<file path="src/rtl/core/stq_pkg.sv">
// ----------------------------------------------------------------------------
// stq_pkg: shared types and constants of the sorted timer queue
// Sizes of the queue, the result and mode codes, and the sequencer states.
// ----------------------------------------------------------------------------
`default_nettype none

package stq_pkg;

  localparam int unsigned SLOTS       = 8;
  localparam int unsigned MAX_RESULTS = 8;

  localparam int unsigned TICK_W   = 64;
  localparam int unsigned ID_W     = 32;
  localparam int unsigned TMO_W    = 32;
  localparam int unsigned PERIOD_W = 10;
  localparam int unsigned MODE_W   = 2;
  localparam int unsigned KIND_W   = 3;

  // Slot index and fill count; the count must also hold SLOTS itself.
  localparam int unsigned IDX_W = (SLOTS > 1) ? $clog2(SLOTS) : 1;
  localparam int unsigned CNT_W = $clog2(SLOTS + 1);
  localparam int unsigned RES_W = $clog2(MAX_RESULTS + 1);

  localparam logic [PERIOD_W-1:0] PERIOD_RESET = PERIOD_W'(10);

  typedef enum logic [MODE_W-1:0] {
    MODE_TICK  = 2'd0,
    MODE_START = 2'd1,
    MODE_STOP  = 2'd2,
    MODE_CLEAR = 2'd3
  } mode_e;

  typedef enum logic [KIND_W-1:0] {
    KIND_STARTED   = 3'd0,
    KIND_FULL      = 3'd1,
    KIND_EXPIRED   = 3'd2,
    KIND_NONE_DUE  = 3'd3,
    KIND_STOPPED   = 3'd4,
    KIND_NOT_FOUND = 3'd5,
    KIND_CLEARED   = 3'd6
  } kind_e;

  typedef enum logic [2:0] {
    S_IDLE,
    S_TICK,
    S_POP,
    S_DIV,
    S_ADD,
    S_SCAN,
    S_INS,
    S_EMIT
  } state_e;

  typedef struct packed {
    logic [TICK_W-1:0] deadline;
    logic [ID_W-1:0]   id;
  } entry_t;

endpackage

`default_nettype wire

</file>
<file path="src/rtl/core/stq_div.sv">
// ----------------------------------------------------------------------------
// stq_div: serial unsigned divider
// Restoring division of the timeout by the tick period, one quotient bit per
// cycle. done_o pulses for one cycle when quotient_o is valid.
// ----------------------------------------------------------------------------
`default_nettype none

module stq_div (
  input  wire logic                          clk_i,
  input  wire logic                          rst_ni,
  input  wire logic                          start_i,
  input  wire logic [stq_pkg::TMO_W-1:0]     dividend_i,
  input  wire logic [stq_pkg::PERIOD_W-1:0]  divisor_i,
  output logic                               done_o,
  output logic [stq_pkg::TMO_W-1:0]          quotient_o
);
  import stq_pkg::*;

  localparam int unsigned STEP_W = $clog2(TMO_W);

  logic                busy_q;
  logic                done_q;
  logic [STEP_W-1:0]   step_q;
  logic [PERIOD_W-1:0] rem_q;
  logic [PERIOD_W-1:0] dvs_q;
  logic [TMO_W-1:0]    quo_q;

  logic [PERIOD_W:0]   rem_sh;
  logic [PERIOD_W:0]   rem_sub;
  logic                ge;

  // The remainder stays below the divisor, so it fits in PERIOD_W bits.
  assign rem_sh  = {rem_q, quo_q[TMO_W-1]};
  assign ge      = rem_sh >= {1'b0, dvs_q};
  assign rem_sub = rem_sh - {1'b0, dvs_q};

  always_ff @(posedge clk_i or negedge rst_ni) begin
    if (!rst_ni) begin
      busy_q <= 1'b0;
      done_q <= 1'b0;
      step_q <= '0;
    end else begin
      done_q <= 1'b0;
      if (start_i) begin
        busy_q <= 1'b1;
        step_q <= '0;
      end else if (busy_q) begin
        step_q <= step_q + STEP_W'(1);
        if (step_q == STEP_W'(TMO_W - 1)) begin
          busy_q <= 1'b0;
          done_q <= 1'b1;
        end
      end
    end
  end

  always_ff @(posedge clk_i) begin
    if (start_i) begin
      rem_q <= '0;
      quo_q <= dividend_i;
      dvs_q <= divisor_i;
    end else if (busy_q) begin
      rem_q <= ge ? rem_sub[PERIOD_W-1:0] : rem_sh[PERIOD_W-1:0];
      quo_q <= {quo_q[TMO_W-2:0], ge};
    end
  end

  assign done_o     = done_q;
  assign quotient_o = quo_q;

endmodule

`default_nettype wire

</file>
<file path="src/rtl/core/sorted_software_timer_queue_unit.sv">
// ----------------------------------------------------------------------------
// sorted_software_timer_queue_unit: one-shot timers kept in deadline order
// Start, stop, clear and tick items on a sorted queue of SLOTS entries, with
// a serial divider turning timeouts in ms into ticks.
// ----------------------------------------------------------------------------
//  Channel  | Direction | Handshake            | Payload
//  ---------+-----------+----------------------+-------------------------------
//  input    | in        | in_valid / in_ready  | mode, delay_ms, stop_id
//  result   | out       | out_valid / out_ready| result_kind, tmr_id, last
//  config   | in        | cfg_we, no wait      | cfg_wdata (tick period in ms)
//
// A start item holds the input through the serial divider, the deadline add,
// a scan past the entries that sort ahead of it, the insert and the loading
// of the result. A refused start and a clear go straight to their result. A
// tick advances the tick count and then gives one result per due entry, or a
// none-due result, and a stop scans the entries for its id before its result.
// Reset empties the queue at once; a stalled result only holds back the
// sequencer when it has a new result to present.
// ----------------------------------------------------------------------------
`default_nettype none

module sorted_software_timer_queue_unit (
  input  wire logic                          clk_i,
  input  wire logic                          rst_ni,
  input  wire logic                          in_valid_i,
  output logic                               in_ready_o,
  input  wire logic [stq_pkg::MODE_W-1:0]    mode_i,
  input  wire logic [stq_pkg::TMO_W-1:0]     delay_ms_i,
  input  wire logic [stq_pkg::ID_W-1:0]      stop_id_i,
  output logic                               out_valid_o,
  input  wire logic                          out_ready_i,
  output logic [stq_pkg::KIND_W-1:0]         result_kind_o,
  output logic [stq_pkg::ID_W-1:0]           tmr_id_o,
  output logic                               last_o,
  input  wire logic                          cfg_we_i,
  input  wire logic [stq_pkg::PERIOD_W-1:0]  cfg_wdata_i
);
  import stq_pkg::*;

  localparam int unsigned NXT = (SLOTS > 1) ? 1 : 0;

  state_e              state_q, state_d;
  logic [PERIOD_W-1:0] period_q;
  logic [TICK_W-1:0]   tick_q, tick_d;
  logic [ID_W-1:0]     idc_q, idc_d;
  logic [CNT_W-1:0]    len_q, len_d;
  logic [CNT_W-1:0]    idx_q, idx_d;
  logic [RES_W-1:0]    npop_q, npop_d;
  logic [MODE_W-1:0]   mode_q;
  logic [ID_W-1:0]     sid_q;
  logic [TICK_W-1:0]   dl_q, dl_d;
  kind_e               pend_kind_q, pend_kind_d;
  logic [ID_W-1:0]     pend_id_q, pend_id_d;

  entry_t              entry_q [SLOTS];

  logic                out_valid_q;
  logic [KIND_W-1:0]   out_kind_q;
  logic [ID_W-1:0]     out_id_q;
  logic                out_last_q;
  logic                out_free;
  logic                out_load;
  kind_e               out_kind;
  logic [ID_W-1:0]     out_id;
  logic                out_last;

  logic                ins_en;
  logic                rem_en;
  logic [IDX_W-1:0]    pos;
  entry_t              new_entry;

  logic                in_acc;
  logic                div_start;
  logic                div_done;
  logic [TMO_W-1:0]    div_quo;
  logic [PERIOD_W-1:0] divisor;
  logic [TICK_W:0]     dl_sum;
  logic [ID_W-1:0]     id_inc;
  entry_t              scan_entry;
  logic                head_due;
  logic                next_due;

  assign in_ready_o = (state_q == S_IDLE);
  assign in_acc     = in_valid_i && in_ready_o;
  assign out_free   = !out_valid_q || out_ready_i;

  // A period of zero divides as if it were one.
  assign divisor = (period_q == '0) ? PERIOD_W'(1) : period_q;

  // The divider loads its dividend on the accepting edge itself.
  stq_div u_div (
    .clk_i      (clk_i),
    .rst_ni     (rst_ni),
    .start_i    (div_start),
    .dividend_i (delay_ms_i),
    .divisor_i  (divisor),
    .done_o     (div_done),
    .quotient_o (div_quo)
  );

  assign dl_sum     = {1'b0, tick_q} + {{(TICK_W + 1 - TMO_W){1'b0}}, div_quo};
  assign id_inc     = idc_q + ID_W'(1);
  assign scan_entry = entry_q[idx_q[IDX_W-1:0]];
  assign head_due   = (len_q != '0) && (entry_q[0].deadline <= tick_q);
  assign next_due   = (len_q > CNT_W'(1)) && (entry_q[NXT].deadline <= tick_q);

  always_comb begin
    state_d     = state_q;
    tick_d      = tick_q;
    idc_d       = idc_q;
    len_d       = len_q;
    idx_d       = idx_q;
    npop_d      = npop_q;
    dl_d        = dl_q;
    pend_kind_d = pend_kind_q;
    pend_id_d   = pend_id_q;
    div_start   = 1'b0;
    out_load    = 1'b0;
    out_kind    = KIND_NONE_DUE;
    out_id      = '0;
    out_last    = 1'b1;
    ins_en      = 1'b0;
    rem_en      = 1'b0;
    pos         = idx_q[IDX_W-1:0];
    new_entry   = '{deadline: dl_q, id: idc_q};

    unique case (state_q)
      S_IDLE: begin
        if (in_acc) begin
          idx_d  = '0;
          npop_d = '0;
          unique case (mode_e'(mode_i))
            MODE_TICK: state_d = S_TICK;
            MODE_START: begin
              if (len_q >= CNT_W'(SLOTS)) begin
                pend_kind_d = KIND_FULL;
                pend_id_d   = '0;
                state_d     = S_EMIT;
              end else begin
                state_d = S_DIV;
              end
            end
            MODE_STOP: state_d = S_SCAN;
            MODE_CLEAR: begin
              len_d       = '0;
              pend_kind_d = KIND_CLEARED;
              pend_id_d   = '0;
              state_d     = S_EMIT;
            end
            default: state_d = S_IDLE;
          endcase
        end
      end

      S_TICK: begin
        tick_d  = tick_q + TICK_W'(1);
        state_d = S_POP;
      end

      S_POP: begin
        if (out_free) begin
          out_load = 1'b1;
          if (head_due) begin
            // Look ahead at the next entry so the last flag rides on this item.
            out_kind = KIND_EXPIRED;
            out_id   = entry_q[0].id;
            out_last = !(next_due && (npop_q != RES_W'(MAX_RESULTS - 1)));
            rem_en   = 1'b1;
            pos      = '0;
            len_d    = len_q - CNT_W'(1);
            npop_d   = npop_q + RES_W'(1);
            if (out_last) begin
              state_d = S_IDLE;
            end
          end else begin
            out_kind = KIND_NONE_DUE;
            state_d  = S_IDLE;
          end
        end
      end

      S_DIV: begin
        if (div_done) begin
          state_d = S_ADD;
        end
      end

      S_ADD: begin
        // The deadline saturates instead of wrapping.
        dl_d    = dl_sum[TICK_W] ? {TICK_W{1'b1}} : dl_sum[TICK_W-1:0];
        state_d = S_SCAN;
      end

      S_SCAN: begin
        if (mode_q == MODE_STOP) begin
          if (idx_q < len_q) begin
            if (scan_entry.id == sid_q) begin
              rem_en      = 1'b1;
              len_d       = len_q - CNT_W'(1);
              pend_kind_d = KIND_STOPPED;
              pend_id_d   = sid_q;
              state_d     = S_EMIT;
            end else begin
              idx_d = idx_q + CNT_W'(1);
            end
          end else begin
            pend_kind_d = KIND_NOT_FOUND;
            pend_id_d   = '0;
            state_d     = S_EMIT;
          end
        end else begin
          if ((idx_q < len_q) && (scan_entry.deadline < dl_q)) begin
            idx_d = idx_q + CNT_W'(1);
          end else begin
            idc_d   = (id_inc == '0) ? ID_W'(1) : id_inc;
            state_d = S_INS;
          end
        end
      end

      S_INS: begin
        ins_en      = 1'b1;
        len_d       = len_q + CNT_W'(1);
        pend_kind_d = KIND_STARTED;
        pend_id_d   = idc_q;
        state_d     = S_EMIT;
      end

      S_EMIT: begin
        if (out_free) begin
          out_load = 1'b1;
          out_kind = pend_kind_q;
          out_id   = pend_id_q;
          state_d  = S_IDLE;
        end
      end

      default: state_d = S_IDLE;
    endcase

    div_start = (state_q == S_IDLE) && in_acc && (mode_e'(mode_i) == MODE_START) &&
                (len_q < CNT_W'(SLOTS));
  end

  always_ff @(posedge clk_i or negedge rst_ni) begin
    if (!rst_ni) begin
      state_q  <= S_IDLE;
      period_q <= PERIOD_RESET;
      tick_q   <= '0;
      idc_q    <= '0;
      len_q    <= '0;
      idx_q    <= '0;
      npop_q   <= '0;
    end else begin
      state_q <= state_d;
      if (cfg_we_i) begin
        period_q <= cfg_wdata_i;
      end
      tick_q <= tick_d;
      idc_q  <= idc_d;
      len_q  <= len_d;
      idx_q  <= idx_d;
      npop_q <= npop_d;
    end
  end

  always_ff @(posedge clk_i) begin
    if (in_acc) begin
      mode_q <= mode_i;
      sid_q  <= stop_id_i;
    end
    dl_q        <= dl_d;
    pend_kind_q <= pend_kind_d;
    pend_id_q   <= pend_id_d;
  end

  // Each slot takes the new entry, its upper or lower neighbor, or holds.
  for (genvar i = 0; i < SLOTS; i++) begin : g_slot
    always_ff @(posedge clk_i) begin
      if (ins_en && (IDX_W'(i) == pos)) begin
        entry_q[i] <= new_entry;
      end else if (ins_en && (IDX_W'(i) > pos)) begin
        if (i > 0) begin
          entry_q[i] <= entry_q[(i > 0) ? i - 1 : 0];
        end
      end else if (rem_en && (IDX_W'(i) >= pos)) begin
        if (i < SLOTS - 1) begin
          entry_q[i] <= entry_q[(i < SLOTS - 1) ? i + 1 : i];
        end
      end
    end
  end

  always_ff @(posedge clk_i or negedge rst_ni) begin
    if (!rst_ni) begin
      out_valid_q <= 1'b0;
    end else if (out_load) begin
      out_valid_q <= 1'b1;
    end else if (out_ready_i) begin
      out_valid_q <= 1'b0;
    end
  end

  always_ff @(posedge clk_i) begin
    if (out_load) begin
      out_kind_q <= out_kind;
      out_id_q   <= out_id;
      out_last_q <= out_last;
    end
  end

  assign out_valid_o   = out_valid_q;
  assign result_kind_o = out_kind_q;
  assign tmr_id_o      = out_id_q;
  assign last_o        = out_last_q;

endmodule

`default_nettype wire
</file>
<file path="config.mk">
export PLATFORM = sky130hd
export DESIGN_NAME = sorted_software_timer_queue_unit
export DESIGN_NICKNAME = d
export VERILOG_FILES = /design/src/rtl/core/stq_pkg.sv /design/src/rtl/core/stq_div.sv /design/src/rtl/core/sorted_software_timer_queue_unit.sv
export SDC_FILE = /design/constraint.sdc
export NUM_CORES = 2
export LEC_CHECK = 0
export BUFFER_PORTS_ARGS = -buffer_cell sky130_fd_sc_hd__buf_4
export CAP_MARGIN = 20
export CORE_ASPECT_RATIO = 0.9
export CORE_MARGIN = 1
export CORE_UTILIZATION = 57
export DETAILED_ROUTE_END_ITERATION = 10
export MAX_ROUTING_LAYER = met4
export PLACE_DENSITY = 0.79
export SLEW_MARGIN = 20
export SYNTH_ARGS = -nofsm -noshare
export SYNTH_HDL_FRONTEND = slang
export SYNTH_SLANG_ARGS = --single-unit
</file>
<file path="constraint.sdc">
create_clock -name clk_i -period 9.82 [get_ports clk_i]
set_clock_uncertainty 0.15 [all_clocks]
set_input_delay 0.982 -clock clk_i [delete_from_list [all_inputs] [get_ports clk_i]]
set_output_delay 0.982 -clock clk_i [all_outputs]
set_load 0.01 [all_outputs]
</file>
==> summary.md <==
| Metric | Value |
|---|---|
| Top cell type's share of synthesized area | 0.442 |
| Largest cells by area after synthesis | sky130_fd_sc_hd__edfxtp_1 (44%), sky130_fd_sc_hd__mux2_2 (16%), sky130_fd_sc_hd__mux4_2 (5.7%) |
| Via-per-instance ratio | 6.87 |
| Power Total | 23600 uW |
| Gates resized, CTS repair | 0 |
| Yosys top cell by area | sky130_fd_sc_hd__edfxtp_1 |
| Most frequent CP cell | sky130_fd_sc_hd__buf_4 |
| Final routed wire length divided by cell count | 27.7 um |
| Power per Cell Area | 325 mW/mm2 |
| Most frequent standard cell in the layout excluding fill and tap cells | sky130_fd_sc_hd__edfxtp_1 |
| Crit. End Element | flop |
| Share of flip-flops with an asynchronous set or reset | 0.115 |
| Share of layout cells above drive strength 1 | 0.293 |
| Sequential element share of the synthesized area | 0.494 |
| DR vias | 48067 |
| Minimum clock period after layout | 7350 ps |
| Clk buf depth | 3 |
| Final-layout setup total negative slack | 0 ps |
| Net Count, Synth | 5700 |
| Library cell contributing the largest single delay on the critical path | sky130_fd_sc_hd__dfrtp_4 |
| Fill count | 8525 |
| Die W | 362 um |
| Die area | 0.118 mm2 |
| Vias in the first global route | 47063 |
| Tightest slew margin relative to the limit | 0.192 |
| Avg Inst Size Synth | 12.4 um2 |
| Most frequently used flop master after synthesis | sky130_fd_sc_hd__edfxtp_1 |
| Synthesized cell area | 0.0665 mm2 |
| Root Buffer Master | sky130_fd_sc_hd__clkbuf_16 |
| Run status | finished, final reports clean |
| Later-pin clock latency in the skew report | 750 ps |
| Final period util | 0.748 |
| Instance count of the mapped netlist | 5372 |
| WP data required | 10270 ps |
| Worst ir drop on vdd | 412 uV |
| Total wirelength of the detailed-routed design | 194 mm |
| Cell leakage power | 0.0261 uW |
| Count of flip-flops with a built-in enable after synthesis | 979 |
| Highest cell delay on the worst timing path | 980 ps |
| Relative area change from synthesis to final layout | 9.31% |
| Post-synthesis sequential element count | 1118 |
| Port Buf Inserts | 118 |
| Worst-Margin Slew | 1210 ps |
| Half-perimeter wire length of the detailed placement result | 119 mm |
| Clk slew on worst S/H paths | 60 ps |
| Placement row count | 118 |
| Final count of hold timing violations | 0 |
| Sink Count | 1118 |
| Number of cells in the finished layout apart from fillers | 6996 |
| Leading cell types in the layout, fill and taps excluded | sky130_fd_sc_hd__edfxtp_1 (979), sky130_fd_sc_hd__mux2_2 (974), sky130_fd_sc_hd__nand2_1 (599), sky130_fd_sc_hd__o21ai_0 (373), sky130_fd_sc_hd__ha_1 (245) |
| Fmax | 136 MHz |
| Global-route wire length before repair | 291 mm |
| Number of buffers created by CTS | 114 |
| Instance count after placement with tap cells included | 6777 |
| Die extent in y | 326 um |
| Final weighted congestion in routability-driven placement | 0.955 |
| Class of the tightest hold or removal check | in -> async |
| Maximum number of pins on one net before global-route repair | 103 |
| Area inside the core boundary | 0.115 mm2 |
| Remaining routing DRC violations | 0 |
| Hold Slack | 147 ps |
| Number of endpoints failing setup at the final stage | 0 |
| H-tree Lvls | 3 |
| Initial antenna violation count | 0 |
| Final-report max-slew violation count | 0 |
| Worst Path Class, Setup | reg -> reg |
| Crit start category | flop |
| Ports placed on the boundary | 119 |
| Post-synthesis cell type count | 84 |
| Net count of the finished layout | 5663 |
| Detailed Routing Iterations Pass 1 | 6 |
| Final antenna-violating net count | 0 |
| Total global routing overflow | 0 |
| Number of buffers inserted by hold repair at cts | 0 |
| Arrival time reported for the critical path endpoint | 7800 ps |
| Post-CTS setup buffer count | 0 |
| Max-cap violations | 0 |
| Clock tree from TritonCTS | yes |
| Crit-path cells | buf_4, buf_4, mux2_2, ha_1, and3_1, a221oi_1, o31a_1, o2111a_1, o221ai_1, o21ai_2, inv_1, nand2b_1, o31ai_1 |
| Effective utilization at floorplan | 0.577 |
| Setup repair after global routing missed its margin | no |
| Count of yosys warnings during synthesis | 0 |
| Largest fanout on the critical path | 51 |
| Count of routing violations after the opening detailed-route iteration | 6319 |
| Overall Global Routing Usage | 0.334 |
==> metal layers <==
layer / track usage / share of wire
met4: 0.123 / 0.042
met1: 0.454 / 0.38
met3: 0.0720 / 0.13
met2: 0.494 / 0.45
met5: - / 0
==> cells by family after synthesis <==
family	count (synthesis)	synth area share
mux	1207	0.232
simple gates	1186	0.0849
flops	1118	0.494
compound gates	932	0.0907
buf+inv	535	0.0332
fa+ha+maj	247	0.0467
xor+xnor	147	0.0194
==> worst paths after layout <==
check,startpoint,end,cells past startpoint,slack (ps)
worst min-delay path,rst_ni,tick_q[2]$_DFFE_PN0P_,1,150
worst max register to register,idx_q[2]$_DFFE_PN0P_,idc_q[24]$_DFFE_PN0P_,13,2470
min in group clk_i,stop_id_i[17],sid_q[17]$_DFFE_PP_,1,260
worst min register to register,u_div.rem_q[9]$_SDFFE_PP0P_,u_div.rem_q[9]$_SDFFE_PP0P_,2,320
max in group asynchronous,rst_ni,tick_q[53]$_DFFE_PN0P_,2,7950
worst max-delay path,idx_q[2]$_DFFE_PN0P_,idc_q[24]$_DFFE_PN0P_,13,2470
==> report_power, final <==
group / total (uW) / switching (uW) / internal, uW
Clock: 4610 / 1960 / 2660
Combinational: 9770 / 5550 / 4220
Sequential: 9270 / 1430 / 7840
==> cell usage after synthesis, types with 17 or more instances <==
cell type / count
sky130_fd_sc_hd__a21o_1: 43
sky130_fd_sc_hd__buf_1: 36
sky130_fd_sc_hd__nand2_1: 603
sky130_fd_sc_hd__clkbuf_1: 243
sky130_fd_sc_hd__nand2b_1: 18
sky130_fd_sc_hd__a22o_1: 64
sky130_fd_sc_hd__a221o_1: 98
sky130_fd_sc_hd__a31oi_1: 18
sky130_fd_sc_hd__nand4_1: 68
sky130_fd_sc_hd__mux2_2: 974
sky130_fd_sc_hd__a221oi_1: 17
sky130_fd_sc_hd__o21ai_0: 375
sky130_fd_sc_hd__and4_1: 21
sky130_fd_sc_hd__ha_1: 245
sky130_fd_sc_hd__nor2b_1: 20
sky130_fd_sc_hd__inv_1: 182
sky130_fd_sc_hd__edfxtp_1: 979
sky130_fd_sc_hd__a21oi_1: 172
sky130_fd_sc_hd__nand3_1: 76
sky130_fd_sc_hd__dfrtp_1: 127
sky130_fd_sc_hd__mux2i_1: 65
sky130_fd_sc_hd__xor2_1: 27
sky130_fd_sc_hd__xnor2_1: 120
sky130_fd_sc_hd__nor2_1: 100
sky130_fd_sc_hd__nor3_1: 54
sky130_fd_sc_hd__mux4_2: 168
sky130_fd_sc_hd__nor4_1: 29
sky130_fd_sc_hd__and3_1: 36
sky130_fd_sc_hd__and2_1: 107
sky130_fd_sc_hd__buf_2: 50
==> registers in the layout, indices dropped and copies added, names as in the netlist, 2 cells and up <==
name	cells
len_q	4
result_kind_o	3
tmr_id_o	32
dl_q	64
u_div.rem_q	10
idx_q	4
sid_q	32
entry_q	768
npop_q	4
mode_q	2
pend_id_q	32
state_q	3
idc_q	32
period_q	10
pend_kind_q	3
tick_q	64
u_div.quotient_o	32
u_div.step_q	5
u_div.dvs_q	10
==> cell type report <==
cell class | instances | area, um2 | share of cell area
Clock inverter | 62 | 698 | 0.00960
Tap cell | 1560 | 1950 | 0.0269
Clock buffer | 154 | 3210 | 0.0441
Multi-Input combinational cell | 3719 | 31700 | 0.436
Timing Repair Buffer | 199 | 1580 | 0.0217
Sequential cell | 1118 | 32800 | 0.452
Inverter | 183 | 692 | 0.00952
Antenna cell | 1 | 2.50 | 0.0000344
==> per-stage QoR <==
stage / area, um2 / utilization / setup slack (ps)
after floorplan: 66500 / - / 284
after global placement: 68700 / 0.596 / 2690
after detailed placement: 68700 / 0.596 / 2860
after CTS: 72600 / 0.630 / 2880
after global routing: 72700 / 0.630 / 2460
final: 72700 / 0.630 / 2470
==> critical path: cells and delay by family, from the launching register on <==
kind            cells  cell delay (ps)
compound gates      6             2730
buf+inv             3             1930
flops               1              980
simple gates        2              610
mux                 1              440
fa+ha+maj           1              320
No activity file was read; power rests on OpenSTA's default activity.
